<file path="config.mk">
export PLATFORM = sky130hd
export DESIGN_NAME = positional_list_engine_core_flat
export DESIGN_NICKNAME = d
export VERILOG_FILES = /design/src/rtl/plist_pkg.sv /design/src/rtl/plist_in_if.sv /design/src/rtl/plist_out_if.sv /design/src/rtl/positional_list_engine_core.sv /design/src/rtl/plist_store.sv /design/src/flat_wrapper.sv
export SDC_FILE = /design/constraint.sdc
export NUM_CORES = 2
export LEC_CHECK = 0
export BUFFER_PORTS_ARGS = -buffer_cell sky130_fd_sc_hd__buf_2
export CORE_MARGIN = 4
export CORE_UTILIZATION = 50
export CTS_BUF_LIST = sky130_fd_sc_hd__clkbuf_4 sky130_fd_sc_hd__clkbuf_8
export DETAILED_ROUTE_END_ITERATION = 8
export PLACE_DENSITY = 0.77
export SLEW_MARGIN = 20
export SYNTH_ARGS = -nofsm -noshare
export SYNTH_HDL_FRONTEND = slang
export SYNTH_HIERARCHICAL = 1
export SYNTH_SLANG_ARGS = --single-unit
</file>
<file path="constraint.sdc">
create_clock -name clk -period 11.37 [get_ports clk]
set_input_delay 2.274 -clock clk [delete_from_list [all_inputs] [get_ports clk]]
set_output_delay 2.274 -clock clk [all_outputs]
set_load 0.02 [all_outputs]
</file>
<file path="src/rtl/plist_pkg.sv">
// Shared constants, codes and structs for the positional list engine.
package plist_pkg;

  localparam int CAPACITY   = 16;
  localparam int DATA_WIDTH = 32;
  localparam int FUNC_W     = 3;
  localparam int POS_W      = 5;
  localparam int CNT_W      = $clog2(CAPACITY + 1);
  localparam int IDX_W      = $clog2(CAPACITY);

  typedef logic [FUNC_W-1:0]     func_t;
  typedef logic [POS_W-1:0]      pos_t;
  typedef logic [DATA_WIDTH-1:0] word_t;
  typedef logic [CNT_W-1:0]      cnt_t;
  typedef logic [IDX_W-1:0]      idx_t;

  localparam func_t OP_INSERT  = 3'd0;
  localparam func_t OP_REMOVE  = 3'd1;
  localparam func_t OP_GET     = 3'd2;
  localparam func_t OP_REVERSE = 3'd3;
  localparam func_t OP_CLEAR   = 3'd4;

  typedef struct packed {
    func_t func;
    pos_t  position;
    word_t data;
  } req_t;

  typedef struct packed {
    logic  ok;
    word_t data_out;
    pos_t  length;
  } rsp_t;

endpackage

</file>
<file path="src/rtl/plist_in_if.sv">
// Input word channel: operation, position and element word.
interface plist_in_if import plist_pkg::*; ();
  logic  valid;
  logic  ready;
  func_t func;
  pos_t  position;
  word_t data_in;

  modport source(output valid, func, position, data_in, input ready);
  modport sink(input valid, func, position, data_in, output ready);
endinterface

</file>
<file path="src/rtl/plist_out_if.sv">
// Result word channel: status, read element and list length.
interface plist_out_if import plist_pkg::*; ();
  logic  valid;
  logic  ready;
  logic  ok;
  word_t data_out;
  pos_t  length;

  modport source(output valid, ok, data_out, length, input ready);
  modport sink(input valid, ok, data_out, length, output ready);
endinterface

</file>
<file path="src/rtl/positional_list_engine_core.sv">
// Positional list engine top level: input register, list store and result register.
//
// Bounded ordered list of up to 16 32-bit words. Each input word carries one
// operation (insert, remove, get, reverse, clear) and yields exactly one result
// word with status, read element and new length. One operation is accepted
// every cycle while the result side keeps up; each input word passes through the
// input register, then the store update and result register in one pass. A
// stalled result holds the input register, and input ready drops only while both
// registers are full.
// Reverse flips an orientation flag rather than moving entries. Entries are not
// cleared at reset; only positions below the current length are ever read.
module positional_list_engine_core import plist_pkg::*; (
  input  logic         clk,
  input  logic         rst_n,
  plist_in_if.sink     in_ch,
  plist_out_if.source  out_ch
);

  logic s0_valid_r;
  req_t s0_req_r;
  logic out_valid_r;
  rsp_t out_rsp_r;
  logic adv;
  logic exec;
  rsp_t rsp;

  assign adv          = !out_valid_r || out_ch.ready;
  assign exec         = s0_valid_r && adv;
  assign in_ch.ready  = !s0_valid_r || adv;

  always_ff @(posedge clk) begin
    if (!rst_n) begin
      s0_valid_r  <= 1'b0;
      out_valid_r <= 1'b0;
    end else begin
      if (in_ch.ready) s0_valid_r <= in_ch.valid;
      if (adv) out_valid_r <= exec;
    end
  end

  always_ff @(posedge clk) begin
    if (in_ch.ready && in_ch.valid) begin
      s0_req_r.func     <= in_ch.func;
      s0_req_r.position <= in_ch.position;
      s0_req_r.data     <= in_ch.data_in;
    end
    if (exec) out_rsp_r <= rsp;
  end

  plist_store u_store (
    .clk   (clk),
    .rst_n (rst_n),
    .exec  (exec),
    .req   (s0_req_r),
    .rsp   (rsp)
  );

  assign out_ch.valid    = out_valid_r;
  assign out_ch.ok       = out_rsp_r.ok;
  assign out_ch.data_out = out_rsp_r.data_out;
  assign out_ch.length   = out_rsp_r.length;

endmodule

</file>
<file path="src/rtl/plist_store.sv">
// Entry register file, length and orientation flag; applies one operation per cycle while exec is high.
module plist_store import plist_pkg::*; (
  input  logic clk,
  input  logic rst_n,
  input  logic exec,
  input  req_t req,
  output rsp_t rsp
);

  localparam cnt_t CAP_CNT = cnt_t'(CAPACITY);

  word_t mem_r [CAPACITY];
  word_t mem_nxt [CAPACITY];
  cnt_t  count_r, count_nxt;
  logic  rev_r, rev_nxt;

  cnt_t  pos_c;
  cnt_t  q_ins;
  cnt_t  q_sel;
  idx_t  qi_ins;
  idx_t  qi_sel;
  logic  ins_ok, sel_ok;
  logic  do_ins, do_rem;
  word_t get_word;

  // Reverse only flips the logical-to-physical mapping of the held entries.
  always_comb begin
    pos_c   = cnt_t'(req.position);
    ins_ok  = (pos_c <= count_r) && (count_r < CAP_CNT);
    sel_ok  = pos_c < count_r;
    q_ins   = rev_r ? cnt_t'(count_r - pos_c) : pos_c;
    q_sel   = rev_r ? cnt_t'(count_r - pos_c - cnt_t'(1)) : pos_c;
    qi_ins  = q_ins[IDX_W-1:0];
    qi_sel  = q_sel[IDX_W-1:0];
    get_word = mem_r[qi_sel];
    do_ins  = exec && (req.func == OP_INSERT) && ins_ok;
    do_rem  = exec && (req.func == OP_REMOVE) && sel_ok;

    count_nxt = count_r;
    rev_nxt   = rev_r;
    rsp.ok       = 1'b0;
    rsp.data_out = '0;

    unique case (req.func)
      OP_INSERT: begin
        rsp.ok = ins_ok;
        if (ins_ok) count_nxt = count_r + cnt_t'(1);
      end
      OP_REMOVE: begin
        rsp.ok = sel_ok;
        if (sel_ok) count_nxt = count_r - cnt_t'(1);
      end
      OP_GET: begin
        rsp.ok = sel_ok;
        if (sel_ok) rsp.data_out = get_word;
      end
      OP_REVERSE: begin
        rsp.ok  = 1'b1;
        rev_nxt = ~rev_r;
      end
      OP_CLEAR: begin
        rsp.ok    = 1'b1;
        count_nxt = '0;
        rev_nxt   = 1'b0;
      end
      default: begin
        rsp.ok = 1'b0;
      end
    endcase
    rsp.length = pos_t'(count_nxt);

    for (int k = 0; k < CAPACITY; k++) begin
      mem_nxt[k] = mem_r[k];
      if (do_ins) begin
        if (idx_t'(k) == qi_ins) begin
          mem_nxt[k] = req.data;
        end else if ((idx_t'(k) > qi_ins) && (k > 0)) begin
          mem_nxt[k] = mem_r[(k > 0) ? k - 1 : 0];
        end
      end else if (do_rem) begin
        if ((idx_t'(k) >= qi_sel) && (k < CAPACITY - 1)) begin
          mem_nxt[k] = mem_r[(k < CAPACITY - 1) ? k + 1 : k];
        end
      end
    end
  end

  always_ff @(posedge clk) begin
    if (!rst_n) begin
      count_r <= '0;
      rev_r   <= 1'b0;
    end else if (exec) begin
      count_r <= count_nxt;
      rev_r   <= rev_nxt;
    end
  end

  always_ff @(posedge clk) begin
    for (int k = 0; k < CAPACITY; k++) begin
      mem_r[k] <= mem_nxt[k];
    end
  end

  a_count_bound: assert property (@(posedge clk) disable iff (!rst_n)
    count_r <= CAP_CNT)
    else $error("list length above capacity");

  a_clear: assert property (@(posedge clk) disable iff (!rst_n)
    exec && (req.func == OP_CLEAR) |=> (count_r == '0) && !rev_r)
    else $error("clear left entries or orientation");

  a_insert_len: assert property (@(posedge clk) disable iff (!rst_n)
    do_ins |=> count_r == $past(count_r) + cnt_t'(1))
    else $error("insert did not grow list by one");

  a_remove_len: assert property (@(posedge clk) disable iff (!rst_n)
    do_rem |=> count_r == $past(count_r) - cnt_t'(1))
    else $error("remove did not shrink list by one");

  a_get_static: assert property (@(posedge clk) disable iff (!rst_n)
    exec && (req.func == OP_GET) |=> (count_r == $past(count_r)) && (rev_r == $past(rev_r)))
    else $error("get changed list state");

endmodule
</file>
<file path="src/flat_wrapper.sv">
// flat-port wrapper written by rule: the top's interface ports become plain ports
module positional_list_engine_core_flat import plist_pkg::*;
  (clk, rst_n, in_ch_valid, in_ch_func, in_ch_position, in_ch_data_in, in_ch_ready, out_ch_valid, out_ch_ok, out_ch_data_out, out_ch_length, out_ch_ready);
  plist_in_if in_ch_i ();
  plist_out_if out_ch_i ();
  input  logic clk;
  input  logic rst_n;
  input wire logic [$bits(in_ch_i.valid)-1:0] in_ch_valid;
  input wire logic [$bits(in_ch_i.func)-1:0] in_ch_func;
  input wire logic [$bits(in_ch_i.position)-1:0] in_ch_position;
  input wire logic [$bits(in_ch_i.data_in)-1:0] in_ch_data_in;
  output wire logic [$bits(in_ch_i.ready)-1:0] in_ch_ready;
  output wire logic [$bits(out_ch_i.valid)-1:0] out_ch_valid;
  output wire logic [$bits(out_ch_i.ok)-1:0] out_ch_ok;
  output wire logic [$bits(out_ch_i.data_out)-1:0] out_ch_data_out;
  output wire logic [$bits(out_ch_i.length)-1:0] out_ch_length;
  input wire logic [$bits(out_ch_i.ready)-1:0] out_ch_ready;
  assign in_ch_i.valid = in_ch_valid;
  assign in_ch_i.func = in_ch_func;
  assign in_ch_i.position = in_ch_position;
  assign in_ch_i.data_in = in_ch_data_in;
  assign in_ch_ready = in_ch_i.ready;
  assign out_ch_valid = out_ch_i.valid;
  assign out_ch_ok = out_ch_i.ok;
  assign out_ch_data_out = out_ch_i.data_out;
  assign out_ch_length = out_ch_i.length;
  assign out_ch_i.ready = out_ch_ready;
  positional_list_engine_core u_core (.clk(clk), .rst_n(rst_n), .in_ch(in_ch_i), .out_ch(out_ch_i));
endmodule
</file>
# Word level (Yosys, flattened, before mapping)
# Memory sizes are Yosys's and may differ from the RTL's. A register that Yosys moved wholly into a read port is not among the register bits.
# Index checks and enable logic that the tools add are counted.
word_totals:
  word_cells: 170
  regBits: 54
  in_bits: 44
  ram_bits: 512
  out_inout_bits: 40
  mem_count: 1
op_classes:
  magnitude_cmp: 33
  n_bitwise: 1
  n_reduce_logical: 19
  eq_ne: 19
  addsub: 4
  n_mux: 84
mem_list:
  columns: ["memory", "words", "word_bits", "rd", "rd_ports_with_merged_regs", "wr", "line", "source"]
  rows:
  - ["u_core.u_store.mem_r", 16, 32, 17, 1, 16, "plist_store.sv:12", "word_t mem_r [CAPACITY];"]
op_table:
  columns: ["cell", "count"]
  rows:
  - ["$mux W32", 77]
  - ["$eq A4 B4 Y1 const A", 8]
  - ["$gt A4 B4 Y1 const A", 8]
  - ["$ge A4 B4 Y1 const A", 7]
  - ["$eq A3 B4 Y1 const A", 4]
  - ["$ge A3 B4 Y1 const A", 4]
  - ["$gt A3 B4 Y1 const A", 4]
  - ["$pmux W5 S3", 1]
  - ["$mux W5", 2]
  - ["$eq A2 B4 Y1 const A", 2]
  - ["$ge A1 B4 Y1 const A", 2]
  - ["$ge A2 B4 Y1 const A", 2]
  - ["$gt A2 B4 Y1 const A", 2]
  - ["$mux W4", 2]
  - ["$logic_and A1 B1 Y1", 7]
  - ["$eq A3 B2 Y1 const B", 2]
  - ["$add A5 B1 Y5 const B", 1]
  - ["$le A5 B5 Y1", 1]
  - ["$lt A5 B5 Y1", 1]
  - ["$lt A5 B5 Y1 const B", 1]
  - ["$sub A5 B1 Y5 const B", 1]
  - ["$eq A1 B4 Y1 const A", 1]
  - ["$gt A1 B4 Y1 const A", 1]
  - ["$logic_not A4 Y1", 1]
  - ["other kinds (13)", 18]

# Longest topological paths before layout
depth:
  ltp_word: 7
  depth_mapped: 12

# Modules after synthesis
# Netlist, hierarchy kept.
modules_own_cells:
  columns: ["mod", "cells_each", "instances", "area_per_inst_um2"]
  rows:
  - ["plist_store", 3220, 1, 30678.2]
  - ["positional_list_engine_core", 87, 1, 2446.1]

# Worst setup path before layout
# No wires, ideal clock.
synth_path:
  kind: "input to register"
  start: "input out_ch_ready"
  end: "memory u_core/u_store/mem_r[13][0] (netlist bit) (enable)"
  cell_stages: 7
  setup_time_ns: 0.480
  arrival_ns: 7.772
  required_ns: 10.890
  slack_ns: 3.118
  path_cell_list: "nor2b_4 > nor2b_1 > nand3_1 > inv_2 > buf_2 > nor4_1 > a311oi_1"
synth_rtl:
  columns: ["element", "line", "source"]
  rows:
  - ["start, declared", "flat_wrapper.sv:17", "input wire logic [$bits(out_ch_i.ready)-1:0] out_ch_ready;"]
  - ["end, declared", "plist_store.sv:12", null]

==> qor.yml <==
status: "finished clean"
finalNetCount: 3283
slew_headroom: 0.1756
drt-total-wl_microns: 101600
cts.reportedPaths.clkPinSlew_ns: 0.06
synth-seq-cells: 598
grt_pass1_wl_microns: 154800
die_area_sq_um: 70430
ir_drop_v: 0.0001041
initial_utilization: 0.5038
grt_overflow: 0
required_ns: 11.92
critPathKind: "input pin to flop"
synth.cell_area_sq_um: 33120
synthMuxAreaShare: 0.1175
synth_top_flop_cell: "edfxtp_1"
core_area_sq_um: 65750
hold_end: "u_core/s0_valid_r"
p_sw_frac: 0.2573
clkPwrFrac: 0.385
p_leak_nw: 13.82
synth_fa_ha_area_frac: 0.004759
syn_inst: 3307
place_ws_ns: 4.557
synth_xor_area_frac: 0.001473
dp_cells: 3993
tns_ns: 0
fin_ws_ns: 5.107
vias: 27410
fill_cells: 5635
setup_viol: 0
die_y_microns: 265.4
min_period_ns: 6.263
hold_buffers: 0
comb_power_share: 0.085
rrSetupSlack_ns: 5.62
grt_usage: 0.2793
antenna_found_initial: 1
p_per_area_nw_per_um2: 130.3
seq_power_share: 0.531
final_common_cell: "a21oi_1"
clock_path_buffers: 3
timing.fmax_ghz: 0.1597
path_max_fanout: 198
maxSlewViolCount: 0
cpPeakStageDelay_ns: 0.90
hp-class: "flop to flop"
synth_fp_nets: 3363
area_delta_synth_final_pct: 8.499
async_flop_share: 0
synth_top_family_by_area: "compound AO/OA/AOI/OAI gates"
avgRoutedWirePerCell_microns: 24.41
drive_gt1_frac: 0.1500
synth_compound_area_frac: 0.1573
min_period_over_period: 0.5508
hpwl_microns: 59670
cts_sinks: 598
route.met3.wl_microns: 11540
rsz0062_at_grt: "false"
cts_tree: "built"
reg2reg_to: "u_core/u_store/mem_r[13][12]"
via_per_inst: 6.582
multiInputGateArea_sq_um: 14230
cp_num_buf_inv: 5
finClkSkew_ns: 0.05209
drt-met1-wl_microns: 34920
cts_buffers: 96
register_area_sq_um: 17880
drc: 0
crit_arrival_ns: 6.81
antenna_left: 0
syn_area_per_cell_sq_um: 10.02
stdcell_count: 4164
reg2regPathDepth: 11
std_cell_rows: 94
dr_wl_met2_microns: 48880
clock-root-buffer: "clkbuf_8"
synth-seq-area-share: 0.5397
top_layer: "met4"
path_cells: "buf_2 > nor2b_4 > nor2b_4 > buf_4 > nand3_4 > inv_8 > buf_12 > buf_4 > nor2_1 > a21oi_1"
power.internal_w: 0.003479
dr.pass1.iters: 8
die_w_microns: 265.4
timing.final.hold_violations: 0
tightest_slew_ns: 1.237
yosys.cell_types.count: 68
hp-start: "u_core/out_ch.valid"
drt_iter0_markers: 4129
ios: 84
yosys.area_share.simple: 0.1385
layout_common_cells: "842 x a21oi_1, 590 x edfxtp_1, 572 x nand2_1"
synth_warnings: 6
grt_max_degree: 212
end_kind: "flop"
reg2reg_from: "u_core/u_store/count_r[4]"
grt_pass1_vias: 26820
post_cts_buffers: 0
place_congestion: 0.8510
clk_latency_ns: 0.74
cts-htree-levels: 3
power_switching_w: 0.001205
cp_top_family: "buffers and inverters"
cp_slowest_cell: "buf_4"
portBuffers: 83
min_path_cells: 2
cap_violations: 0
ctsResizeCount: 0
synth_edf_count: 590
worstSetupStartpointType: "input pin"
[state kept, by name (all words and copies together) (netlist names)]
register,count
u_core/out_ch.ok,1
u_core/out_ch.data_out,32
u_core/u_store/rev_r,1
u_core/u_store/count_r,5
u_core/out_ch.length,5
u_core/u_store/mem_r,512
u_core/out_ch.valid,1
u_core/s0_req_r,40
u_core/s0_valid_r,1
[final cells by class]
class | count | area share
Antenna cell | 1 | 0.00006963
Clock buffer | 129 | 0.04418
Clock inverter | 41 | 0.005640
Inverter | 15 | 0.001776
Multi-Input combinational cell | 2379 | 0.3960
Sequential cell | 598 | 0.4974
Tap cell | 864 | 0.03008
Timing Repair Buffer | 137 | 0.02479
[how the worst max path moves through the flow]
stage	slack, ns	startpoint	depth (start not counted)	end
floorplan	3.12	out_ch_ready	7	u_core/u_store/mem_r[13][0]
global route	4.94	out_ch_ready	10	u_core/u_store/mem_r[9][29]
CTS	5.31	out_ch_ready	10	u_core/u_store/mem_r[13][12]
global placement	4.63	out_ch_ready	8	u_core/u_store/mem_r[15][12]
detailed placement	4.56	out_ch_ready	10	u_core/u_store/mem_r[13][12]
finish	5.11	out_ch_ready	10	u_core/u_store/mem_r[13][12]
[Yosys cell counts, drive strengths merged, types with 2 or more instances]
master   count  area [sq um]
edfxtp     590         17720
nor4         2         12.51
clkbuf     218         819.5
a22oi        5         37.54
a31o         2         17.52
nor3        48         245.2
nor4bb       2         20.02
nor4b        2         17.52
a211oi       2         15.01
o2bb2ai     32         280.3
dfxtp        8         160.2
nand2b       5         31.28
xnor2        2         17.52
or2          2         12.52
nand4        3         18.77
a21o         3         22.52
and2         2         12.51
o21ai       50         254.0
buf         97         473.0
a311oi       6         58.80
o21a         6         45.04
a21oi      851          4259
o211ai       5         37.54
mux4       128          2883
ha          11         137.6
a311o        2         20.02
nor2       470          1772
or3          5         36.28
nand3b       2         27.53
nand3       20         105.1
inv         15         56.30
a31oi        5         46.29
mux2        32         360.4
and3         4         25.02
nand2      576          2162
mux2i       65         650.6
a221oi       3         26.28
nor2b       10         70.06
o22ai        3         18.77
[logic make-up after synthesis]
| logic type | count (synthesis) |
|---|---|
| AO/OA/AOI/OAI | 983 |
| buffers and inverters | 330 |
| adder cells (fa/ha/maj) | 12 |
| flip-flops | 598 |
| XOR/XNOR | 4 |
| multiplexers | 225 |
| AND/OR/NAND/NOR | 1155 |
[stage by stage]
| step | power (W) | utilization | hold WS, ns | area, sq um |
|---|---|---|---|---|
| global placement | 0.002913 | 0.5187 | 0.5125 | 34100 |
| floorplan | 0.002777 | - | 0.5322 | 33120 |
| finish | 0.004684 | 0.5466 | 0.5271 | 35940 |
| global route | 0.004834 | 0.5466 | 0.5424 | 35940 |
| CTS | 0.004699 | 0.5465 | 0.5318 | 35930 |
| detailed placement | 0.002920 | 0.5193 | 0.5243 | 34140 |
[power by group through the flow]
| stage | clock, W | sequential, W | combinational, W |
|---|---|---|---|
| final | 0.00180 | 0.00249 | 0.000397 |
| after global routing | 0.00193 | 0.00249 | 0.000417 |
| after CTS | 0.00183 | 0.00248 | 0.000390 |
| after detailed placement | 0 | 0.00253 | 0.000389 |
| after global placement | 0 | 0.00253 | 0.000382 |
| after floorplan | 0 | 0.00250 | 0.000281 |
[tightest hold or removal path, stage by stage, from the launching register on]
cell	delay (ns)
dfxtp_1	0.34
nand3b_4	0.09
a21boi_1	0.06
[metal layers]
metal,GRT usage,vias up
met3,0.05642,419
met4,0.1602,0
met1,0.3517,13130
met2,0.4533,2056
met5,0,-
li1,-,11800
Note: power is estimated with default switching activity, not from simulation.
